<file path="config.mk">
export PLATFORM = sky130hd
export DESIGN_NAME = radix_digit_converter
export DESIGN_NICKNAME = d
export VERILOG_FILES = /design/src/sv/rdc_pkg.sv /design/src/sv/rdc_sequencer.sv /design/src/sv/rdc_datapath.sv /design/src/sv/radix_digit_converter.sv
export SDC_FILE = /design/constraint.sdc
export NUM_CORES = 1
export LEC_CHECK = 0
export BUFFER_PORTS_ARGS = -buffer_cell sky130_fd_sc_hd__buf_2
export CAP_MARGIN = 10
export CORE_ASPECT_RATIO = 1.4
export CORE_MARGIN = 3
export CORE_UTILIZATION = 55
export DETAILED_ROUTE_END_ITERATION = 10
export PLACE_DENSITY = 0.73
export SETUP_SLACK_MARGIN = 0.5
export SYNTH_ARGS = -nofsm -noshare
export SYNTH_HDL_FRONTEND = slang
export SYNTH_SLANG_ARGS = --single-unit
</file>
<file path="constraint.sdc">
create_clock -name clk_i -period 6.9 [get_ports clk_i]
set_clock_uncertainty 0.1 [all_clocks]
set_input_delay 1.725 -clock clk_i [delete_from_list [all_inputs] [get_ports clk_i]]
set_output_delay 1.725 -clock clk_i [all_outputs]
set_load 0.1 [all_outputs]
</file>
<file path="src/sv/rdc_pkg.sv">
// ----------------------------------------------------------------------------
// rdc_pkg: shared types and constants of the radix digit converter
// Holds the microcode control word, the jump conditions and the program table.
// ----------------------------------------------------------------------------
`timescale 1ns / 1ps

package rdc_pkg;

  localparam int unsigned ValueWidthDef = 32;
  localparam int unsigned MaxDigitsDef  = 32;
  localparam int unsigned InDataW       = 32;
  localparam int unsigned OutDataW      = 16;
  localparam int unsigned RadixW        = 6;
  localparam int unsigned DigitW        = 6;
  localparam int unsigned IndexW        = 5;
  localparam int unsigned UpcW          = 3;

  localparam logic [RadixW-1:0] RadixReset = 6'd2;
  localparam logic [RadixW-1:0] RadixMin   = 6'd2;
  localparam logic [RadixW-1:0] RadixMax   = 6'd36;

  typedef enum logic [UpcW-1:0] {
    STEP_LOAD   = 3'd0,
    STEP_DIV    = 3'd1,
    STEP_STORE  = 3'd2,
    STEP_RDINIT = 3'd3,
    STEP_READ   = 3'd4,
    STEP_PUT    = 3'd5,
    STEP_ADV    = 3'd6,
    STEP_DONE   = 3'd7
  } step_e;

  typedef enum logic [2:0] {
    COND_NEVER    = 3'd0,
    COND_NO_IN    = 3'd1,
    COND_BIT_MORE = 3'd2,
    COND_DIG_MORE = 3'd3,
    COND_OUT_BUSY = 3'd4,
    COND_RD_MORE  = 3'd5,
    COND_ALWAYS   = 3'd6
  } cond_e;

  typedef struct packed {
    logic  in_rdy;
    logic  q_load;
    logic  div_init;
    logic  div_step;
    logic  dig_wr;
    logic  rd_init;
    logic  rd_en;
    logic  out_put;
    logic  rd_adv;
    cond_e cond;
    step_e target;
  } ctrl_t;

  typedef struct packed {
    logic in_valid;
    logic bit_more;
    logic dig_more;
    logic out_busy;
    logic rd_more;
  } status_t;

  function automatic ctrl_t ucode(step_e step);
    ctrl_t cw;
    cw = '{in_rdy: 1'b0, q_load: 1'b0, div_init: 1'b0, div_step: 1'b0, dig_wr: 1'b0,
           rd_init: 1'b0, rd_en: 1'b0, out_put: 1'b0, rd_adv: 1'b0,
           cond: COND_NEVER, target: STEP_LOAD};
    unique case (step)
      STEP_LOAD: begin
        cw.in_rdy   = 1'b1;
        cw.q_load   = 1'b1;
        cw.div_init = 1'b1;
        cw.cond     = COND_NO_IN;
        cw.target   = STEP_LOAD;
      end
      STEP_DIV: begin
        cw.div_step = 1'b1;
        cw.cond     = COND_BIT_MORE;
        cw.target   = STEP_DIV;
      end
      STEP_STORE: begin
        cw.dig_wr   = 1'b1;
        cw.div_init = 1'b1;
        cw.cond     = COND_DIG_MORE;
        cw.target   = STEP_DIV;
      end
      STEP_RDINIT: begin
        cw.rd_init = 1'b1;
      end
      STEP_READ: begin
        cw.rd_en = 1'b1;
      end
      STEP_PUT: begin
        cw.out_put = 1'b1;
        cw.cond    = COND_OUT_BUSY;
        cw.target  = STEP_PUT;
      end
      STEP_ADV: begin
        cw.rd_adv = 1'b1;
        cw.cond   = COND_RD_MORE;
        cw.target = STEP_READ;
      end
      STEP_DONE: begin
        cw.cond   = COND_ALWAYS;
        cw.target = STEP_LOAD;
      end
      default: begin
        cw.cond   = COND_ALWAYS;
        cw.target = STEP_LOAD;
      end
    endcase
    return cw;
  endfunction

endpackage

</file>
<file path="src/sv/rdc_sequencer.sv">
// ----------------------------------------------------------------------------
// rdc_sequencer: microprogram counter of the radix digit converter
// Fetches the control word of the current step and evaluates its jump.
// ----------------------------------------------------------------------------
`timescale 1ns / 1ps

module rdc_sequencer (
  input  logic             clk_i,
  input  logic             rst_ni,
  input  rdc_pkg::status_t status_i,
  output rdc_pkg::ctrl_t   ctrl_o
);
  import rdc_pkg::*;

  step_e upc_q, upc_d;
  ctrl_t cw;
  logic  take;

  assign cw     = ucode(upc_q);
  assign ctrl_o = cw;

  always_comb begin
    unique case (cw.cond)
      COND_NEVER:    take = 1'b0;
      COND_NO_IN:    take = !status_i.in_valid;
      COND_BIT_MORE: take = status_i.bit_more;
      COND_DIG_MORE: take = status_i.dig_more;
      COND_OUT_BUSY: take = status_i.out_busy;
      COND_RD_MORE:  take = status_i.rd_more;
      COND_ALWAYS:   take = 1'b1;
      default:       take = 1'b1;
    endcase
  end

  always_comb begin
    if (take) begin
      upc_d = cw.target;
    end else begin
      upc_d = step_e'(UpcW'(upc_q + 1'b1));
    end
  end

  always_ff @(posedge clk_i or negedge rst_ni) begin
    if (!rst_ni) begin
      upc_q <= STEP_LOAD;
    end else begin
      upc_q <= upc_d;
    end
  end

endmodule

</file>
<file path="src/sv/rdc_datapath.sv">
// ----------------------------------------------------------------------------
// rdc_datapath: divider, digit store and output register
// Runs one restoring division bit per cycle and stores each remainder digit.
// ----------------------------------------------------------------------------
`timescale 1ns / 1ps

module rdc_datapath #(
  parameter int unsigned VALUE_WIDTH = rdc_pkg::ValueWidthDef,
  parameter int unsigned MAX_DIGITS  = rdc_pkg::MaxDigitsDef
) (
  input  logic                         clk_i,
  input  logic                         rst_ni,
  input  rdc_pkg::ctrl_t               ctrl_i,
  output rdc_pkg::status_t             status_o,
  input  logic                         cfg_we_i,
  input  logic [rdc_pkg::RadixW-1:0]   cfg_data_i,
  input  logic                         in_valid_i,
  input  logic [rdc_pkg::InDataW-1:0]  in_value_i,
  output logic                         out_valid_o,
  input  logic                         out_ready_i,
  output logic [rdc_pkg::DigitW-1:0]   out_digit_o,
  output logic [rdc_pkg::IndexW-1:0]   out_index_o,
  output logic                         out_last_o
);
  import rdc_pkg::*;

  localparam int unsigned CopyW = (VALUE_WIDTH < InDataW) ? VALUE_WIDTH : InDataW;
  localparam int unsigned BitW  = $clog2(VALUE_WIDTH);
  localparam int unsigned AddrW = $clog2(MAX_DIGITS);
  localparam int unsigned CntW  = $clog2(MAX_DIGITS + 1);

  logic [RadixW-1:0]      radix_q;
  logic [RadixW-1:0]      base;
  logic [VALUE_WIDTH-1:0] value_in;
  logic [VALUE_WIDTH-1:0] q_q;
  logic [DigitW-1:0]      rem_q;
  logic [BitW-1:0]        bit_q;
  logic [CntW-1:0]        n_q;
  logic [CntW-1:0]        n_dec;
  logic [AddrW-1:0]       ptr_q;
  logic [IndexW-1:0]      k_q;
  logic [DigitW:0]        rem_sh;
  logic                   fits;
  logic [DigitW-1:0]      rem_next;
  logic [DigitW-1:0]      store_mem [MAX_DIGITS];
  logic [DigitW-1:0]      rdata_q;
  logic                   out_valid_q;
  logic [DigitW-1:0]      out_digit_q;
  logic [IndexW-1:0]      out_index_q;
  logic                   out_last_q;
  logic                   out_busy;
  logic                   put_fire;
  logic                   load_fire;

  always_comb begin
    if (radix_q < RadixMin) begin
      base = RadixMin;
    end else if (radix_q > RadixMax) begin
      base = RadixMax;
    end else begin
      base = radix_q;
    end
  end

  always_comb begin
    value_in            = '0;
    value_in[CopyW-1:0] = in_value_i[CopyW-1:0];
  end

  assign rem_sh   = {rem_q, q_q[VALUE_WIDTH-1]};
  assign fits     = rem_sh >= {1'b0, base};
  assign rem_next = fits ? DigitW'(rem_sh - {1'b0, base}) : rem_sh[DigitW-1:0];
  assign n_dec    = n_q - CntW'(1);

  assign out_busy  = out_valid_q && !out_ready_i;
  assign put_fire  = ctrl_i.out_put && !out_busy;
  assign load_fire = ctrl_i.q_load && in_valid_i;

  assign status_o.in_valid = in_valid_i;
  assign status_o.bit_more = bit_q != '0;
  assign status_o.dig_more = (q_q != '0) && (n_q != CntW'(MAX_DIGITS - 1));
  assign status_o.out_busy = out_busy;
  assign status_o.rd_more  = ptr_q != '0;

  always_ff @(posedge clk_i or negedge rst_ni) begin
    if (!rst_ni) begin
      radix_q     <= RadixReset;
      q_q         <= '0;
      n_q         <= '0;
      out_valid_q <= 1'b0;
    end else begin
      if (cfg_we_i) begin
        radix_q <= cfg_data_i;
      end
      if (load_fire) begin
        q_q <= value_in;
        n_q <= '0;
      end else if (ctrl_i.div_step) begin
        q_q <= {q_q[VALUE_WIDTH-2:0], fits};
      end else if (ctrl_i.dig_wr) begin
        n_q <= n_q + CntW'(1);
      end
      if (put_fire) begin
        out_valid_q <= 1'b1;
      end else if (out_ready_i) begin
        out_valid_q <= 1'b0;
      end
    end
  end

  always_ff @(posedge clk_i) begin
    if (ctrl_i.div_init) begin
      rem_q <= '0;
      bit_q <= BitW'(VALUE_WIDTH - 1);
    end else if (ctrl_i.div_step) begin
      rem_q <= rem_next;
      bit_q <= bit_q - BitW'(1);
    end
    if (ctrl_i.rd_init) begin
      ptr_q <= n_dec[AddrW-1:0];
      k_q   <= '0;
    end else if (ctrl_i.rd_adv) begin
      ptr_q <= ptr_q - AddrW'(1);
      k_q   <= k_q + IndexW'(1);
    end
    if (put_fire) begin
      out_digit_q <= rdata_q;
      out_index_q <= k_q;
      out_last_q  <= ptr_q == '0;
    end
  end

  always_ff @(posedge clk_i) begin
    if (ctrl_i.dig_wr) begin
      store_mem[n_q[AddrW-1:0]] <= rem_q;
    end
    if (ctrl_i.rd_en) begin
      rdata_q <= store_mem[ptr_q];
    end
  end

  assign out_valid_o = out_valid_q;
  assign out_digit_o = out_digit_q;
  assign out_index_o = out_index_q;
  assign out_last_o  = out_last_q;

`ifndef SYNTHESIS
  a_count_bound: assert property (@(posedge clk_i) disable iff (!rst_ni)
    n_q <= CntW'(MAX_DIGITS))
    else $error("digit count exceeds the digit store depth");

  a_put_free: assert property (@(posedge clk_i) disable iff (!rst_ni)
    put_fire |-> !(out_valid_q && !out_ready_i))
    else $error("output register overwritten while a transfer is pending");

  a_last_index: assert property (@(posedge clk_i) disable iff (!rst_ni)
    put_fire && (ptr_q == '0) |-> k_q == n_dec[IndexW-1:0])
    else $error("final digit index does not match the digit count");

  a_rem_range: assert property (@(posedge clk_i) disable iff (!rst_ni)
    ctrl_i.dig_wr |-> rem_q < base)
    else $error("stored remainder is not below the base");
`endif

endmodule

</file>
<file path="src/sv/radix_digit_converter.sv">
// ----------------------------------------------------------------------------
// radix_digit_converter: unsigned integer to base 2..36 digit stream
// Takes no new value until all D digits of the last one, at most MAX_DIGITS,
// have gone to the output register; the divider is bit-serial.
// Reset clears the radix to 2 and the sequencer; the digit store is not cleared.
// ----------------------------------------------------------------------------
`timescale 1ns / 1ps

module radix_digit_converter #(
  parameter int unsigned VALUE_WIDTH = rdc_pkg::ValueWidthDef,
  parameter int unsigned MAX_DIGITS  = rdc_pkg::MaxDigitsDef
) (
  input  logic                          clk_i,
  input  logic                          rst_ni,
  input  logic                          cfg_we_i,
  input  logic [rdc_pkg::RadixW-1:0]    cfg_data_i,
  input  logic                          s_axis_tvalid,
  output logic                          s_axis_tready,
  // Fields from bit 0: value[31:0].
  input  logic [rdc_pkg::InDataW-1:0]   s_axis_tdata,
  output logic                          m_axis_tvalid,
  input  logic                          m_axis_tready,
  // Fields from bit 0: digit[5:0], digit_index[10:6], zero fill[15:11].
  output logic [rdc_pkg::OutDataW-1:0]  m_axis_tdata,
  output logic                          m_axis_tlast
);
  import rdc_pkg::*;

  ctrl_t               ctrl;
  status_t             status;
  logic [DigitW-1:0]   digit;
  logic [IndexW-1:0]   digit_index;

  rdc_sequencer u_seq (
    .clk_i    (clk_i),
    .rst_ni   (rst_ni),
    .status_i (status),
    .ctrl_o   (ctrl)
  );

  rdc_datapath #(
    .VALUE_WIDTH (VALUE_WIDTH),
    .MAX_DIGITS  (MAX_DIGITS)
  ) u_dp (
    .clk_i       (clk_i),
    .rst_ni      (rst_ni),
    .ctrl_i      (ctrl),
    .status_o    (status),
    .cfg_we_i    (cfg_we_i),
    .cfg_data_i  (cfg_data_i),
    .in_valid_i  (s_axis_tvalid),
    .in_value_i  (s_axis_tdata),
    .out_valid_o (m_axis_tvalid),
    .out_ready_i (m_axis_tready),
    .out_digit_o (digit),
    .out_index_o (digit_index),
    .out_last_o  (m_axis_tlast)
  );

  assign s_axis_tready = ctrl.in_rdy;
  assign m_axis_tdata  = {(OutDataW - DigitW - IndexW)'(0), digit_index, digit};

endmodule
</file>
==> results of run 1 <==
## synth_stat cells, types with 2 or more instances
cell	number
buf_4	9
a211oi_1	2
nand4_1	7
edfxtp_1	215
nor4_1	10
mux4_2	60
dfxtp_1	16
xor2_1	10
mux2i_1	40
nand3b_1	3
and2_1	2
nand3_1	3
o21ai_0	44
o21a_1	3
a21o_1	4
or2_2	2
buf_2	5
nand2b_1	3
or3b_2	2
ha_1	20
xnor2_1	7
nor2b_1	6
dfrtp_1	47
nor2_1	54
o31a_1	2
nand2_1	62
nor3_1	3
inv_1	16
o211ai_1	3
a21oi_1	11
buf_6	2
clkbuf_1	19
or3_1	2
mux2_2	13
buf_1	6
## cell usage in the layout (no fill, tap or decap), drive strengths merged, types with 4 or more instances in the layout
| master | synthesis | layout |
|---|---|---|
| a21oi | 11 | 11 |
| nor4 | 10 | 10 |
| xnor2 | 7 | 7 |
| mux4 | 60 | 60 |
| edfxtp | 215 | 215 |
| dfrtp | 47 | 47 |
| nand2 | 62 | 62 |
| clkinv | 0 | 11 |
| nor2b | 6 | 6 |
| nand4 | 7 | 7 |
| dfxtp | 16 | 16 |
| a21o | 4 | 4 |
| clkinvlp | 0 | 4 |
| clkbuf | 19 | 29 |
| nor2 | 55 | 55 |
| inv | 16 | 16 |
| conb | 1 | 5 |
| buf | 22 | 65 |
| xor2 | 10 | 10 |
| o21ai | 44 | 44 |
| mux2i | 40 | 40 |
| mux2 | 13 | 13 |
| ha | 20 | 20 |
## flip-flops by register name (all words and copies together) (netlist names)
name / cells
u_dp.rdata_q: 6
u_dp.out_valid_o: 1
u_dp.k_q: 5
u_dp.out_digit_o: 6
u_dp.rem_q: 6
u_dp.out_index_o: 5
u_dp.out_last_o: 1
u_dp.ptr_q: 5
u_dp.n_q: 6
u_dp.radix_q: 6
u_dp.bit_q: 5
u_dp.q_q: 32
u_dp.store_mem: 192
u_seq.upc_q: 3
## cell type report
class | instances | area (µm²)
Sequential cell | 279 | 7980
Fill cell | 1463 | 7760
Multi-Input combinational cell | 393 | 3510
Clock buffer | 29 | 641
Timing Repair Buffer | 65 | 345
Tap cell | 256 | 320
Clock inverter | 16 | 103
Inverter | 16 | 60.1
## worst max-delay path: stages (launching register included)
cell and delay (ns):
dfrtp_1 0.41, inv_1 0.09, ha_1 0.23, nor2b_1 0.24, buf_2 0.47
## worst paths after layout
path,start,to,depth (start not counted)
worst max register to register,u_dp.radix_q[4],u_dp.rem_q[1],11
max in group asynchronous,rst_ni,u_dp.radix_q[3],1
worst max-delay path,u_seq.upc_q[0],s_axis_tready,4
worst min register to register,u_dp.rdata_q[5],u_dp.out_digit_o[5],0
min in group asynchronous,rst_ni,u_dp.q_q[10],1
worst min-delay path,u_dp.rdata_q[5],u_dp.out_digit_o[5],0
## cell families after synthesis
logic type	count (synthesis)
compound gates	75
xor+xnor	17
fa+ha+maj	21
buf+inv	57
flops	279
mux	113
other cells	1
simple gates	162
## layer usage
metal	GRT usage [%]	vias up	share of wire [%]
li1	-	2864	-
met1	25.2	3206	37
met2	37.1	185	55
met3	2.27	49	4.1
met4	7.58	0	3.9
met5	0	-	0
## through the flow
step                utilization, %  setup slack, ns  area, µm²
detailed placement            58.9             3.58      12200
global placement              58.9             3.65      12200
finish                        62.5             3.11      13000
global route                  62.5             2.97      13000
floorplan                        -             3.01      11700
CTS                           62.5             3.08      12900
## power groups by stage
| stage | Sequential, mW | Combinational (mW) | Clock [mW] |
|---|---|---|---|
| finish | 2.29 | 1.32 | 1.28 |
| global route | 2.32 | 1.44 | 1.36 |
| CTS | 2.29 | 1.33 | 1.30 |
| detailed placement | 2.32 | 1.32 | 0 |
| global placement | 2.31 | 1.27 | 0 |
| floorplan | 2.35 | 0.936 | 0 |
==> impl_metrics.csv, run 1 <==
group,metric,value,unit
yosys,synth.area.mux_share,16.2,%
global_route,grt_max_degree,71,
clock_tree,clock_path_buffers,3,
critical_path,startpoint_type,"register",
global_route,gr-total-overflow,0,
yosys,synth_seq_cells,279,
place,io_buffers,56,
yosys,synth_compound_area_share,3.68,%
yosys,synthFlopType,"edfxtp_1",
power,p_sw,1.55,mW
min_path,hold_class,"register to register",
timing,timing.hold.ws,0.317,ns
floorplan,core_area,20700,µm²
clock_tree,cts_buffers,25,
power,swShare,31.6,%
timing,rsz0062_at_grt,"no",
global_route,antenna_found_initial,0,
yosys,synth-edff-count,215,
power,ir_worst_vdd,0.000400,V
power,comb_power_share,27.0,%
timing,tightest_slew,1.11,ns
clock_tree,h-tree-depth,1,
yosys,synth_top_family_by_area,"multiplexers",
place,dpl.hpwl,15.4,mm
yosys,yosys.area_share.simple,6.23,%
critical_path,critPathCaptureType,"primary output",
place,gp_congestion,0.877,
floorplan,start_util,56.6,%
clock_tree,cts.repair.resized,0,
power,clockPowerShare,26.1,%
timing,max_freq,264,MHz
yosys,ys_seq_area_share,68.0,%
cells_and_area,diodes,0,
clock_tree,postCtsSetupBuffers,0,
timing,hold_viol_final,0,
critical_path,criticalPathCategory,"register to primary output",
floorplan,num_rows,62,
yosys,async_reset_ff_share,17.2,%
critical_path,cp_max_fo,5,
yosys,synth_top_area_cell,"edfxtp_1",
timing,drv_slew,0,
yosys,netlist_area,11700,µm²
clock_tree,clock-sinks,279,
detailed_routing,route.detailed.drc,0,
timing,maxSlewHeadroom,25.8,%
yosys,synthAdderAreaFrac,2.30,%
clock_tree,clk_latency,0.52,ns
yosys,yosys-top-cells-area,"edfxtp_1 55%, mux4_2 12%, dfrtp_1 10%",
yosys,synth_top_area_share,55.0,%
power,p_int,3.34,mW
global_route,grt_usage,20.4,%
yosys,avgSynthCellArea,16.2,µm²
yosys,ys_warn_count,0,
yosys,synth.distinct_cells,47,
detailed_routing,vias,6304,
cells_and_area,layoutNonFillerInstCount,1054,
cells_and_area,layout.nets,844,
clock_tree,clk_pin_slew,0.07,ns
yosys,syn_inst,725,
detailed_routing,vias_per_cell,5.98,
critical_path,r2r_slack,3.69,ns
timing,period_share,54.9,%
timing,min_period,3.79,ns
clock_tree,cts_tree,"done",
power,p_leak,4.56,nW
floorplan,die_h,179,µm
critical_path,crit_required,5.08,ns
clock_tree,clockRootBuffer,"clkbuf_16",
floorplan,die_w,129,µm
critical_path,cp.arrival,1.96,ns
detailed_routing,drt_iter0_drc,610,
cells_and_area,drive_gt1_share,22.6,%
floorplan,fp.dieArea,23100,µm²
place,dp_cells,1008,
yosys,synth_xor_area_share,1.27,%
floorplan,ios,62,
clock_tree,cts_hold_buf,0,
detailed_routing,wl_per_cell,22.0,µm
timing,setup_tns,0,ns
run_status,outcome,"complete, no violations",
timing,setup_violations,0,
power,p_seq_share,46.9,%
detailed_routing,finalWirelength,23.2,mm
global_route,grt_pass1_wl,36.1,mm
power,power_density,378,nW/µm²
cells_and_area,areaGrowthSynthToFinish,10.4,%
global_route,grt_pass1_vias,6606,
power,power.total,4.89,mW
job,max_cap_violations,0,
detailed_routing,ant_nets,0,
detailed_routing,first_pass_iters,5,
Note: power is estimated with default switching activity, not from simulation.
==> inputs of run 2 (changes only) <==
--- a/config.mk
+++ b/config.mk
@@ -5,6 +5,7 @@
 export SDC_FILE = /design/constraint.sdc
 export NUM_CORES = 1
 export LEC_CHECK = 0
+export ABC_AREA = 1
 export BUFFER_PORTS_ARGS = -buffer_cell sky130_fd_sc_hd__buf_2
 export CAP_MARGIN = 10
 export CORE_ASPECT_RATIO = 1.4
==> constraint.sdc (replaced) <==
create_clock -name clk_i -period 3.5 [get_ports clk_i]
set_clock_uncertainty 0.1 [all_clocks]
set_input_delay 0.875 -clock clk_i [delete_from_list [all_inputs] [get_ports clk_i]]
set_output_delay 0.875 -clock clk_i [all_outputs]
set_load 0.1 [all_outputs]
==> impl_metrics.csv, run 2 <==
group,metric,value,unit
clock_tree,clockRootBuffer,"clkbuf_16",
critical_path,startpoint_type,"register",
cells_and_area,diodes,0,
critical_path,path_delay_family,"buffers and inverters",
floorplan,core_area,21400,µm²
yosys,async_reset_ff_share,17.2,%
clock_tree,clock_path_buffers,3,
place,io_buffers,56,
critical_path,criticalPathCategory,"register to primary output",
power,ir_worst_vdd,0.000481,V
yosys,synth.distinct_cells,52,
cells_and_area,drive_gt1_share,11.4,%
yosys,yosys-top-cells-count,"215 x edfxtp_1, 171 x nor2_1, 130 x nand2_1, 113 x o21ai_0, 85 x inv_1",
yosys,synth_top_area_cell,"edfxtp_1",
place,dp_cells,1389,
yosys,netlist_area,12100,µm²
clock_tree,clk_pin_slew,0.07,ns
global_route,gr-total-overflow,0,
critical_path,cp_max_fo,3,
detailed_routing,finalWirelength,26.1,mm
critical_path,r2r_start,"u_dp.radix_q[4]",
timing,hold_viol_final,0,
timing,setup_tns,0,ns
timing,rsz0062_at_grt,"no",
cells_and_area,largest_reg_flops,192,
floorplan,ios,62,
yosys,yosys.cell_count.top_type,"edfxtp_1",
cells_and_area,layoutNonFillerInstCount,1433,
critical_path,crit_slowest_cell,"dfrtp_1",
detailed_routing,vias_per_cell,5.72,
job,max_cap_violations,0,
floorplan,start_util,56.5,%
cells_and_area,layout_commonest_cell,"edfxtp_1",
timing,period_share,80.3,%
detailed_routing,first_pass_iters,5,
critical_path,path_cells,"inv_1 > ha_1 > inv_1 > nor2_1 > clkbuf_4",
clock_tree,postCtsSetupBuffers,0,
critical_path,critPathCaptureType,"primary output",
clock_tree,h-tree-depth,1,
global_route,grt_pass1_vias,8274,
cells_and_area,multiInputGateArea,3480,µm²
clock_tree,cts_tree,"done",
power,p_leak,5.03,nW
floorplan,die_w,131,µm
min_path,hp-start,"u_dp.rdata_q[2]",
timing,tightest_slew,1.05,ns
detailed_routing,ant_nets,0,
global_route,antenna_found_initial,0,
critical_path,crit_required,2.52,ns
detailed_routing,wl_per_cell,18.2,µm
cells_and_area,n_fill_cell,1716,
timing,drv_slew,0,
place,dpl.hpwl,16.9,mm
yosys,ys_warn_count,0,
power,power_density,764,nW/µm²
cells_and_area,layout.nets,1188,
yosys,synth_seq_cells,279,
global_route,grt_pass1_wl,42.1,mm
clock_tree,clock-sinks,279,
critical_path,cp-startpoint,"u_seq.upc_q[0]",
yosys,syn_inst,1080,
clock_tree,cts_buffers,25,
yosys,synthFlopType,"edfxtp_1",
yosys,synth_top_area_share,53.3,%
timing,maxSlewHeadroom,29.9,%
critical_path,cpPeakStageDelay,0.40,ns
min_path,hold_class,"register to register",
yosys,avgSynthCellArea,11.2,µm²
yosys,yosys-top-cells-area,"edfxtp_1 53%, dfrtp_1 9.7%, nor2_1 5.3%",
timing,setup_violations,0,
timing,min_period,2.81,ns
critical_path,path_buf_inv,3,
global_route,grt_max_degree,99,
floorplan,fp.dieArea,23900,µm²
timing,max_freq,356,MHz
detailed_routing,route.detailed.drc,0,
clock_tree,clk_latency,0.51,ns
cells_and_area,utilization,62.4,%
detailed_routing,drt_iter0_drc,679,
critical_path,crit_top_cell,"inv_1",
critical_path,cp.arrival,1.83,ns
yosys,ys_seq_area_share,65.9,%
cells_and_area,layout_common_cells,"215 x edfxtp_1, 171 x nor2_1, 130 x nand2_1, 113 x o21ai_0, 85 x inv_1",
floorplan,die_h,182,µm
detailed_routing,vias,8192,
place,gp_congestion,0.896,
floorplan,num_rows,63,
global_route,grt_usage,21.7,%
cells_and_area,ff_latch_area,7980,µm²
run_status,outcome,"complete, no violations",
yosys,synth-edff-count,215,
cells_and_area,areaGrowthSynthToFinish,10.5,%
==> run 2: final timing paths <==
path / end / slack (ns) / cells after the start
max in group asynchronous: u_dp.radix_q[5] / 2.19 / 1
min reg2reg: u_dp.out_digit_o[2] / 0.32 / 0
min in group asynchronous: u_dp.q_q[21] / 0.45 / 1
max: s_axis_tready / 0.69 / 5
min: u_dp.out_digit_o[2] / 0.32 / 0
max reg2reg: u_dp.rem_q[0] / 0.98 / 13
==> run 2: metal layers <==
metal,GRT usage (%),wire (µm),up-vias
li1,-,-,3922
met1,26.1,9820,3924
met2,40.1,13900,282
met3,2.55,1510,64
met4,8.15,802,0
met5,0,0,-
==> run 2: timing repair <==
action / CTS / global route
endpoints found under the setup margin: 0 / 1
endpoints found under the hold margin: 0 / 0
resized for setup: 0 / 1
hold buffers: 0 / 0
==> run 2: logic make-up (layout without fill, tap and decap cells) <==
group,Yosys count,count (layout),synth area share [%]
AND/OR/NAND/NOR,395,395,13.8
flip-flops,279,279,65.9
AO/OA/AOI/OAI,227,227,11.8
buffers and inverters,148,205,5.51
adder cells (fa/ha/maj),21,21,2.23
XOR/XNOR,7,7,0.506
multiplexers,2,2,0.186
other,1,5,0.0310
==> run 2: where the power goes <==
part | internal, mW | leakage, nW | switching [mW] | total (mW)
Sequential | 4.08 | 2.72 | 0.181 | 4.26
Clock | 1.54 | 0.389 | 1.16 | 2.69
Combinational | 0.944 | 1.92 | 2.33 | 3.28
==> run 2: layout make-up <==
type / count / area share (%)
Tap cell: 292 / 2.73
Clock inverter: 15 / 1.20
Sequential cell: 279 / 59.6
Multi-Input combinational cell: 657 / 26.0
Inverter: 92 / 2.62
Timing Repair Buffer: 69 / 3.03
Clock buffer: 29 / 4.79
==> run 2: stage by stage <==
stage / power (mW) / hold slack [ns] / area, µm² / setup slack, ns
floorplan: 6.75 / 0.300 / 12100 / 0.552
global route: 10.8 / 0.345 / 13400 / 0.582
detailed placement: 7.59 / 0.312 / 12600 / 0.989
finish: 10.2 / 0.324 / 13400 / 0.691
CTS: 10.3 / 0.327 / 13400 / 0.577
global placement: 7.52 / 0.303 / 12600 / 1.07
==> inputs of run 3 (changes only) <==
==> constraint.sdc (replaced) <==
create_clock -name clk_i -period 2.8 [get_ports clk_i]
set_clock_uncertainty 0.1 [all_clocks]
set_input_delay 0.7 -clock clk_i [delete_from_list [all_inputs] [get_ports clk_i]]
set_output_delay 0.7 -clock clk_i [all_outputs]
set_load 0.1 [all_outputs]
==> impl_metrics.csv, run 3 (same netlist as run 2, synthesis figures left out) <==
group,metric,value,unit
critical_path,cp_max_fo,6,
detailed_routing,vias_per_cell,5.78,
detailed_routing,route.detailed.drc,0,
timing,worst_slack,0.413,ns
cells_and_area,layout.nets,1221,
cells_and_area,utilization,64.7,%
floorplan,num_rows,63,
critical_path,crit_required,3.15,ns
clock_tree,clock_path_buffers,3,
timing,maxSlewHeadroom,45.6,%
timing,drv_slew,0,
timing,setup_tns,0,ns
timing,hold_viol_final,0,
job,max_cap_violations,0,
timing,setup_violations,0,
cells_and_area,areaGrowthSynthToFinish,14.5,%
detailed_routing,wl_per_cell,18.7,µm
power,p_leak,5.23,nW
floorplan,start_util,56.5,%
clock_tree,cts_tree,"done",
global_route,grt_pass1_vias,8522,
critical_path,cp.arrival,2.74,ns
detailed_routing,ant_nets,0,
cells_and_area,layout_commonest_cell,"edfxtp_1",
global_route,antenna_found_initial,0,
cells_and_area,design_area,13900,µm²
place,place_area,12700,µm²
detailed_routing,drt_iter0_drc,823,
global_route,grt_usage,22.1,%
floorplan,fp.dieArea,23900,µm²
global_route,grt_max_degree,99,
timing,timing.hold.ws,0.168,ns
detailed_routing,finalWirelength,27.4,mm
timing,min_period,2.39,ns
timing,tightest_slew,0.816,ns
clock_tree,h-tree-depth,1,
cells_and_area,drive_gt1_share,17.4,%
cells_and_area,largest_reg_flops,192,
clock_tree,clockRootBuffer,"clkbuf_16",
cells_and_area,diodes,0,
detailed_routing,first_pass_iters,5,
run_status,outcome,"complete, no violations",
timing,rsz0062_at_grt,"yes",
critical_path,startpoint_type,"register",
timing,max_freq,419,MHz
critical_path,criticalPathCategory,"register to register",
min_path,hold_class,"primary input to async pin",
clock_tree,clk_pin_slew,0.06,ns
detailed_routing,vias,8476,
timing,period_share,85.3,%
floorplan,die_w,131,µm
clock_tree,cts_buffers,25,
floorplan,ios,62,
power,power_density,961,nW/µm²
clock_tree,clock-sinks,279,
critical_path,critPathCaptureType,"register",
floorplan,core_area,21400,µm²
cells_and_area,layout_common_cells,"215 x edfxtp_1, 147 x nor2_1, 127 x nand2_1, 112 x o21ai_0, 82 x inv_1",
floorplan,die_h,182,µm
place,io_buffers,56,
place,gp_congestion,0.922,
power,ir_worst_vdd,0.000807,V
place,dpl.hpwl,17.1,mm
place,pre_cts_ws,0.246,ns
global_route,grt_pass1_wl,43.0,mm
clock_tree,clk_latency,0.53,ns
global_route,gr-total-overflow,0,
## run 3: cell types whose count changed in the layout (fill, tap and decap cells not counted), sizes merged
cell,delta
clkbuf,+2
clkinv,-1
buf,+33
bufinv,+1
clkinvlp,-1
## run 3: final timing paths
check | end | start | depth (start not counted) | slack [ns]
min in group clk_i | u_dp.out_valid_o | m_axis_tready | 2 | 0.28
max reg2reg | u_dp.rem_q[0] | u_dp.radix_q[3] | 13 | 0.41
max | u_dp.rem_q[0] | u_dp.radix_q[3] | 13 | 0.41
max in group asynchronous | u_dp.radix_q[1] | rst_ni | 2 | 1.74
min | u_seq.upc_q[2] | rst_ni | 1 | 0.17
min reg2reg | u_dp.out_digit_o[5] | u_dp.rdata_q[5] | 0 | 0.32
## run 3: final cells by class
type,count,area (µm²)
sequential,279,7980
fill,1645,7570
multi-input combinational,657,3650
clock buffer,31,678
timing repair buffer,102,669
tap,292,365
inverter,92,355
clock inverter,14,173
## run 3: stage by stage
step	power [mW]	cells
global route	14.0	1467
CTS	13.2	1459
detailed placement	9.51	1405
finish	13.3	1467
global placement	9.41	1405
floorplan	8.44	1084
## run 3: metal layers
layer / up-vias / wire (µm) / global-route usage, %
li1: 3986 / - / -
met1: 4066 / 10300 / 26.5
met2: 340 / 14300 / 40.0
met3: 84 / 1560 / 2.13
met4: 0 / 1230 / 10.9
met5: - / 0 / 0
## run 3: where the power goes
| part | switching (mW) | internal [mW] | leakage, nW |
|---|---|---|---|
| Sequential | 0.233 | 5.10 | 2.72 |
| Clock | 1.44 | 2.08 | 0.419 |
| Combinational | 3.06 | 1.41 | 2.09 |
| Total | 4.74 | 8.59 | 5.23 |
## run 3: what timing repair did
action	4_1_cts	5_1_grt
endpoints found under the setup margin	44	147
hold buffers	0	0
gates cloned	0	1
setup buffers	9	7
gates resized for setup	23	33
pin swaps	11	7
## run 3: critical path: stages (launching register included)
cell	delay [ns]
dfrtp_1	0.41
nor3_2	0.22
nor2_1	0.06
inv_1	0.11
a31oi_4	0.05
inv_1	0.08
nand2_1	0.08
ha_4	0.24
a21o_1	0.20
a31oi_4	0.30
nand3_4	0.15
nand2_2	0.09
nand3_1	0.08
a21oi_1	0.15
